<file path="config.mk">
export PLATFORM = sky130hd
export DESIGN_NAME = sus_cell
export DESIGN_NICKNAME = d
export VERILOG_FILES = /design/src/rtl/sus_pkg.sv /design/src/rtl/sus_cell.sv
export SDC_FILE = /design/constraint.sdc
export NUM_CORES = 1
export LEC_CHECK = 0
export ABC_AREA = 1
export ABC_CLOCK_PERIOD_IN_PS = 4330
export BUFFER_PORTS_ARGS = -buffer_cell sky130_fd_sc_hd__buf_2
export CAP_MARGIN = 20
export CELL_PAD_IN_SITES_DETAIL_PLACEMENT = 1
export CELL_PAD_IN_SITES_GLOBAL_PLACEMENT = 2
export CORE_MARGIN = 2
export CORE_UTILIZATION = 28
export DETAILED_ROUTE_END_ITERATION = 12
export PLACE_DENSITY = 0.92
export SETUP_SLACK_MARGIN = 0.1
export SYNTH_ARGS = -nofsm -noshare
export SYNTH_HDL_FRONTEND = slang
export SYNTH_SLANG_ARGS = --single-unit
</file>
<file path="constraint.sdc">
create_clock -name clk_i -period 4.33 [get_ports clk_i]
set_input_delay 0.2165 -clock clk_i [delete_from_list [all_inputs] [get_ports clk_i]]
set_output_delay 0.2165 -clock clk_i [all_outputs]
set_load 0.05 [all_outputs]
</file>
<file path="src/rtl/sus_pkg.sv">
// ----------------------------------------------------------------------------
// sus_pkg
// Types, codes and sizes shared by the sorted unique set block.
// ----------------------------------------------------------------------------
`default_nettype none

package sus_pkg;

  localparam int CAPACITY = 1024;
  localparam int KEY_W    = 64;
  localparam int RANK_W   = 10;
  localparam int IDX_W    = (CAPACITY > 1) ? $clog2(CAPACITY) : 1;
  localparam int CNT_W    = $clog2(CAPACITY + 1);
  localparam int CMP_W    = (CNT_W > RANK_W) ? CNT_W : RANK_W;
  localparam int GRP      = 32;
  localparam int NGRP     = (CAPACITY + GRP - 1) / GRP;

  typedef enum logic [1:0] {
    REQ_INSERT = 2'd0,
    REQ_ERASE  = 2'd1,
    REQ_READ   = 2'd2
  } req_type_e;

  typedef enum logic [2:0] {
    ST_INSERTED = 3'd0,
    ST_PRESENT  = 3'd1,
    ST_ERASED   = 3'd2,
    ST_NOTFOUND = 3'd3,
    ST_FULL     = 3'd4,
    ST_READOK   = 3'd5,
    ST_RANGE    = 3'd6
  } status_e;

  typedef struct packed {
    req_type_e          req_type;
    logic [KEY_W-1:0]   key;
    logic [RANK_W-1:0]  rank;
  } req_t;

  typedef struct packed {
    status_e            status;
    logic [KEY_W-1:0]   read_key;
    logic [CNT_W-1:0]   count;
  } rsp_t;

  typedef struct packed {
    logic               cmp;
    logic               rd;
    logic               ins;
    logic               del;
    logic [KEY_W-1:0]   key;
    logic [RANK_W-1:0]  rank;
  } cell_cmd_t;

endpackage

`default_nettype wire

</file>
<file path="src/rtl/sus_cell.sv">
// ----------------------------------------------------------------------------
// sus_cell
// One slot of the ordered key chain: compares, selects and shifts its key.
// ----------------------------------------------------------------------------
`default_nettype none

module sus_cell (
  input  wire logic                        clk_i,
  input  wire logic                        rst_ni,
  input  wire logic [sus_pkg::IDX_W-1:0]   idx_i,
  input  wire logic [sus_pkg::CNT_W-1:0]   count_i,
  input  wire sus_pkg::cell_cmd_t          cmd_i,
  input  wire logic [sus_pkg::KEY_W-1:0]   left_key_i,
  input  wire logic                        left_lt_i,
  input  wire logic [sus_pkg::KEY_W-1:0]   right_key_i,
  output logic      [sus_pkg::KEY_W-1:0]   key_o,
  output logic                             lt_o,
  output logic                             hit_o,
  output logic      [sus_pkg::KEY_W-1:0]   sel_o
);

  logic [sus_pkg::KEY_W-1:0] key_q, key_d;
  logic [sus_pkg::KEY_W-1:0] sel_q, sel_d;
  logic                      lt_q, lt_d;
  logic                      eq_q, eq_d;
  logic                      occ;
  logic                      at_rank;

  assign occ     = sus_pkg::CMP_W'(idx_i) < sus_pkg::CMP_W'(count_i);
  assign at_rank = sus_pkg::CMP_W'(idx_i) == sus_pkg::CMP_W'(cmd_i.rank);

  always_comb begin
    lt_d  = lt_q;
    eq_d  = eq_q;
    sel_d = sel_q;
    key_d = key_q;
    if (cmd_i.cmp) begin
      lt_d  = occ && (key_q < cmd_i.key);
      eq_d  = occ && (key_q == cmd_i.key);
      sel_d = (occ && at_rank && cmd_i.rd) ? key_q : '0;
    end
    // insert opens a gap at the first slot not below the key
    if (cmd_i.ins && !lt_q) begin
      key_d = left_lt_i ? cmd_i.key : left_key_i;
    end else if (cmd_i.del && !lt_q) begin
      key_d = right_key_i;
    end
  end

  always_ff @(posedge clk_i or negedge rst_ni) begin
    if (!rst_ni) begin
      lt_q <= 1'b0;
      eq_q <= 1'b0;
    end else begin
      lt_q <= lt_d;
      eq_q <= eq_d;
    end
  end

  always_ff @(posedge clk_i) begin
    key_q <= key_d;
    sel_q <= sel_d;
  end

  assign key_o = key_q;
  assign lt_o  = lt_q;
  assign hit_o = eq_q;
  assign sel_o = sel_q;

endmodule

`default_nettype wire

</file>
==> summary.md, run 1 <==
| Metric | Value |
|---|---|
| Status | finished clean |
| CTS tree | built |
| CP top delay family | simple AND/OR/NAND/NOR gates |
| Worst-path cell chain | ha_1, nand2_1, inv_1, nand3_1, nor2_1, nand3_1, nor3_1, nand3_1, o21ai_0 |
| Global-route wire length before repair | 44,430 um |
| Hold/Removal Path Class | input pin to flip-flop |
| DR vias | 7,453 |
| Routed Antenna Nets | 0 |
| Critical path peak fanout | 3 |
| Die W | 175.8 um |
| Initial antenna violation count | 2 |
| Worst path bufs/invs | 1 |
| Slew margin rel. | 0.3372 |
| Max-cap violations | 0 |
| Post-synth top area share | 0.4650 |
| Maximum number of pins on one net before global-route repair | 91 |
| I/O Pins | 360 |
| Slowest stage delay, CP | 0.48 ns |
| Flops & latches, synth | 130 |
| Worst setup path class | flip-flop to flip-flop |
| Detailed Routing Iterations Pass 1 | 4 |
| Crit path top cell by count | nand3_1 |
| Register area | 3894 um2 |
| Setup ws final | 2.020 ns |
| Cts bufs inserted | 17 |
| Area Growth Syn to Fin | 32.24% |
| Post-CTS setup buffer count | 0 |
| Sequential fraction of the synthesis area | 0.4710 |
| Clk slew on worst S/H paths | 0.07 ns |
| Clk sinks | 130 |
| Multi-input logic area | 3695 um2 |
| Number of buffers added on ports | 359 |
| Measured slew at the worst slew-check pin | 0.9942 ns |
| Die ar. | 30,910 um2 |
| Gate Count Post-Synth | 856 |
| Critical Path AT | 2.63 ns |
| WL/cell | 18.21 um |
| Design Area, Final | 10,930 um2 |
| Cell leakage power | 5.213 nW |
| RePlAce Congestion | 0.8731 |
| DRC | 0 |
| Fmax achieved | 432.9 MHz |
| Core ar. | 28,860 um2 |
| Max-slew violations | 0 |
| Clock Tree Root | clkbuf_16 |
| Post-Route WL | 29,170 um |
| Hold Violations, Final | 0 |
| Netlist Area Pre-Place | 8267 um2 |
| Vias per cell | 4.652 |
| Net count, final | 1,506 |
| Distinct cells, synth | 36 |
| Global router's overall resource usage | 0.1868 |
| Number of synthesis warnings | 0 |
| Initial Utilization | 0.2865 |
| Post_cts resized | 0 |
| Post-Layout Cell Count | 1,602 |
| Num rows | 62 |
| RSZ-0062 raised after global routing | false |
| Final setup violation count | 0 |
| Power density cells | 419.9 nW/um2 |
| Starting DRT DRC Count | 203 |
| Synth area leaders | edfxtp_1 46%, ha_1 11%, nand2_1 9.8%, nor3b_2 8.9%, a31oi_1 4.9% |
| Die Ht | 175.8 um |
| Worst Clk Skew | 0.01739 ns |
| Nature of the critical path endpoint | flip-flop |
| Final Cycle Share | 0.5335 |
| Proportion of layout cells with a drive suffix above 1 | 0.3832 |
| FILL cells | 3,492 |
| Minimum clock period | 2.310 ns |
| H-tree levels | 4 |
| Setup TNS | 0 ns |
| DP Cell Count | 1,567 |
| Req. time, crit path | 4.65 ns |
| Number of global-route vias before repair | 7,962 |
| CP max-delay cell | nor3_1 |
| VDD IR max | 0.2252 mV |
| Synth Net Count | 1,159 |
| GRT overflow | 0 |
| Insertion delay to the later sink of the worst-skew pair | 0.42 ns |
| CP Launch Type | flip-flop |
| DP Worst Slack | 1.761 ns |
| Yosys top cell by area | edfxtp_1 |
| Post-DP Area | 10,330 um2 |
| Mean Syn Cell Area | 9.657 um2 |
| Placed wire-length estimate | 22,080 um |
| CTS max path bufs | 2 |
layout make-up:
cell class / instances / share of cell area
clock inverter: 14 / 0.01408
antenna: 2 / 0.0004578
inverter: 104 / 0.03594
clock buffer: 18 / 0.03926
multi-input combinational: 582 / 0.3380
tap: 384 / 0.04395
sequential: 130 / 0.3562
timing repair buffer: 368 / 0.1721
registers in the layout, summed over array words and instances, names as in the netlist:
name	flops
hit_o	1
key_o	64
lt_o	1
sel_o	64
worst min-delay path: cells and delay by family:
| kind | cells | cell delay (ns) |
|---|---|---|
| and+or+nand+nor | 1 | 0.03 |
| AOI/OAI and AO/OA | 1 | 0.12 |
| buffers and inverters | 1 | 0.07 |
cells by family after synthesis:
logic type | count (synthesis) | share of synthesized area
AO/OA/AOI/OAI | 112 | 0.08158
XOR/XNOR | 1 | 0.001060
adder cells (fa/ha/maj) | 73 | 0.1105
buffers and inverters | 144 | 0.08385
flip-flops | 130 | 0.4710
AND/OR/NAND/NOR | 396 | 0.2520
per-stage QoR:
step,utilization,hold slack [ns],total power [W]
floorplan,-,-0.07909,0.002695
global placement,0.3581,0.002307,0.003126
detailed placement,0.3581,0.002102,0.003169
CTS,0.3786,0.1192,0.004654
global route,0.3788,0.1392,0.004822
finish,0.3788,0.1460,0.004591
synth_stat cells:
cell type and instances:
nand2_1 215, edfxtp_1 128, inv_1 101, nor2_1 96, ha_1 73, a31oi_1 65, nor3b_2 59, a21oi_1 27
clkbuf_1 13, nand3_1 10, buf_2 9, buf_6 6, o21ai_0 6, buf_1 5, buf_12 5, nor3b_1 5
a21o_1 4, nand4_1 4, inv_2 3, o21ai_1 3, dfrtp_1 2, nor3_2 2, o22ai_1 2, a211oi_2 1
a22o_1 1, buf_4 1, buf_8 1, nand2_2 1, nand4_4 1, nor2_2 1, nor3_1 1, nor4_1 1
o2111ai_1 1, o211ai_1 1, o21a_1 1, xor2_1 1
worst paths after layout:
check,startpoint,slack (ns),cells after the start,to
worst max-delay path,key_o[63],2.02,9,hit_o
worst min-delay path,right_key_i[8],0.15,3,key_o[8]
worst max register to register,key_o[63],2.02,9,hit_o
worst min register to register,hit_o,0.50,2,hit_o
max in group asynchronous,rst_ni,4.06,2,hit_o
min in group asynchronous,rst_ni,0.18,2,hit_o
repair_timing:
item                                    CTS  global route
hold endpoints to repair                  2             0
hold buffers                              1             0
endpoints found under the setup margin    0             0
metal layers:
layer	routed length, um	track usage
met1	11790	0.2129
met2	15360	0.3515
met3	1574	0.04069
met4	442	0.04752
met5	0	0
cell usage in the layout, fill, tap and decap left out, types with 3 or more instances in the layout:
master / count
buf_2: 358
nand2_1: 215
edfxtp_1: 128
inv_1: 101
nor2_1: 94
ha_1: 73
a31oi_1: 65
nor3b_2: 59
a21oi_1: 27
clkbuf_16: 17
nand3_1: 10
buf_4: 8
o21ai_0: 6
nor3b_1: 5
clkinv_4: 5
a21o_1: 4
nand4_1: 4
inv_6: 4
o21ai_1: 3
power by group:
group	leakage [nW]	switching, W	internal (W)
Sequential	1.31	0.000114	0.00158
Combinational	3.63	0.00102	0.000414
Clock	0.281	0.000609	0.000857
Total	5.21	0.00174	0.00285
Power figures use the tool's default switching activity.
==> run 2: changes to the inputs <==
Settings changed: ABC_CLOCK_PERIOD_IN_PS 4330 to 2000, CORE_UTILIZATION 28 to 25, PLACE_DENSITY 0.92 to 0.87.
Clock period 4.33 ns to 2 ns, I/O delays scaled along.
==> summary.md, run 2 (synthesis results as in run 1) <==
| Metric | Value |
|---|---|
| Critical Path AT | 2.16 ns (-0.47 ns) |
| Multi-input logic area | 3784 um2 (+2.4%) |
| Hold/Removal Path Class | input pin to flip-flop |
| Net count, final | 1,523 (+1.1%) |
| Register area | 3895 um2 (about the same) |
| VDD IR max | 0.5028 mV (+120%) |
| H-tree levels | 4 (unchanged) |
| Fmax achieved | 551.4 MHz (+27%) |
| Nature of the critical path endpoint | flip-flop |
| Sw Ratio | 0.3714 (-0.008051) |
| WL/cell | 17.49 um (-3.9%) |
| Worst r2r src | key_o[55] |
| Hold Crit Endpoint | key_o[47] |
| CTS tree | built |
| Initial Utilization | 0.2541 (-0.03239) |
| Clk sinks | 130 (unchanged) |
| Req. time, crit path | 2.34 ns (-2.31 ns) |
| Area Growth Syn to Fin | 37.57% |
| FF-to-FF path depth | 7 (-2) |
| Setup ws final | 0.1865 ns (-1.833 ns) |
| Hold Violations, Final | 0 (unchanged) |
| Final setup violation count | 0 (unchanged) |
| Min-Delay Startpoint | right_key_i[47] |
| Core ar. | 32,540 um2 (+13%) |
| DR vias | 7,520 (+0.90%) |
| Die ar. | 34,540 um2 (+12%) |
| Clock Tree Root | clkbuf_16 |
| DP Worst Slack | -0.4714 ns (-2.233 ns) |
| Final Cycle Share | 0.9068 (+0.3733) |
| Minimum clock period | 1.814 ns (-0.4965 ns) |
| Reg-to-Reg End | hit_o |
| Number of global-route vias before repair | 7,736 (-2.8%) |
| Cell leakage power | 5.367 nW (+3.0%) |
| Clk slew on worst S/H paths | 0.07 ns (about the same) |
| Final hold slack | 0.02596 ns (-0.1200 ns) |
| Power density cells | 908.1 nW/um2 (+120%) |
| Post-Layout Cell Count | 1,682 (+5.0%) |
| Initial antenna violation count | 8 (+6) |
| Post-Route WL | 29,420 um (+0.85%) |
| Detailed Routing Iterations Pass 1 | 4 (unchanged) |
| Measured slew at the worst slew-check pin | 0.5334 ns (-0.4608 ns) |
| Clk pwr share | 0.334 (+0.015) |
| RePlAce Congestion | 0.8825 (+1.1%) |
| Die W | 185.8 um (+5.7%) |
| Commonest non-fill, non-tap cell in the layout | buf_2 |
| GRT overflow | 0 (unchanged) |
| Flop pwr share | 0.354 (-0.015) |
| Placed wire-length estimate | 22,640 um (+2.5%) |
| Max-cap violations | 0 (unchanged) |
| I/O Pins | 360 (unchanged) |
| Proportion of layout cells with a drive suffix above 1 | 0.4039 (+0.02067) |
| Total power | 0.01033 W (+120%) |
| Maximum number of pins on one net before global-route repair | 91 (unchanged) |
| Num rows | 66 (+6.5%) |
| Logic pwr share | 0.312 (about the same) |
| Flop-to-flop setup slack | 0.19 ns (-1.83 ns) |
| RSZ-0062 raised after global routing | true |
| Cts bufs inserted | 17 (unchanged) |
| Status | finished clean |
| Commonest cells after routing, fill and taps aside | 358 x buf_2, 213 x nand2_1, 128 x edfxtp_1 |
| Global router's overall resource usage | 0.1677 (-0.01914) |
| Vias per cell | 4.471 (-3.9%) |
| Routed Antenna Nets | 0 (unchanged) |
| Slew margin rel. | 0.6444 (+0.3072) |
| Max-slew violations | 0 (unchanged) |
| Number of buffers added on ports | 359 (unchanged) |
| Final core occ | 0.3495 (-0.02929) |
| Insertion delay to the later sink of the worst-skew pair | 0.42 ns (about the same) |
| Global-route wire length before repair | 43,760 um (-1.5%) |
| CTS max path bufs | 2 (unchanged) |
| Worst Clk Skew | 0.008535 ns (-0.008852 ns) |
| Switching pwr | 0.003836 W (+120%) |
| WHS Path Cells | 3 (unchanged) |
| Starting DRT DRC Count | 247 (+22%) |
| Critical path peak fanout | 3 (unchanged) |
| DRC | 0 (unchanged) |
| FILL cells | 3,949 (+13%) |
| CP Launch Type | flip-flop |
| DP Cell Count | 1,633 (+4.2%) |
| Die Ht | 185.8 um (+5.7%) |
| Internal | 0.006492 W (+130%) |
| Worst setup path class | flip-flop to flip-flop |
run 2: area by class of cell:
| cell class | instances | area share |
|---|---|---|
| sequential | 130 | 0.3425 |
| multi-input combinational | 582 | 0.3327 |
| timing repair buffer | 385 | 0.1846 |
| tap | 442 | 0.04863 |
| clock buffer | 17 | 0.03741 |
| inverter | 104 | 0.03455 |
| clock inverter | 15 | 0.01804 |
| antenna | 7 | 0.001540 |
run 2: worst max-delay path by stage:
stage          endpoint  slack, ns       from
6_report          hit_o       0.19  key_o[55]
5_1_grt           hit_o       0.08  key_o[63]
4_1_cts            lt_o       0.11  key_o[57]
3_5_place_dp      hit_o      -0.47  key_o[63]
3_3_place_gp      hit_o      -0.37  key_o[63]
2_1_floorplan  key_o[0]       0.08       lt_o
run 2: power by group through the flow:
| stage | Combinational (W) | Clock, W | Sequential (W) |
|---|---|---|---|
| after CTS | 0.00323 | 0.00355 | 0.00367 |
| after global routing | 0.00353 | 0.00365 | 0.00370 |
| after detailed placement | 0.00318 | 0 | 0.00372 |
| after global placement | 0.00312 | 0 | 0.00372 |
| final | 0.00322 | 0.00345 | 0.00366 |
| after floorplan | 0.00116 | 0 | 0.00467 |
run 2: through the flow:
step	TNS, ns	area, um2
after floorplan	0	8275
final	0	11370
after CTS	0	11280
after detailed placement	-0.8760	10560
after global routing	0	11370
after global placement	-0.7429	10560
run 2: layer usage:
layer  GRT usage  up-vias  part of all wire
li1            -     3657                 -
met1      0.2026     3613              0.41
met2      0.2950      215              0.52
met3     0.03228       35             0.049
met4     0.06173        0             0.019
met5           0        -                 0
run 2: repair_timing:
item / CTS / global route
hold buffers: 2 / 0
resized for setup: 11 / 8
cloned: 0 / 0
setup endpoints to repair: 2 / 2
pin swaps: 4 / 6
endpoints found under the hold margin: 2 / 0
buffers inserted: 3 / 5
run 2: critical path, stage by stage (launching register included):
cell and delay, ns:
edfxtp_1 0.42, ha_1 0.32, nand2_1 0.08, nor2_1 0.27
nand3_4 0.17, nor3_4 0.22, nand3_1 0.11, o21ai_1 0.14
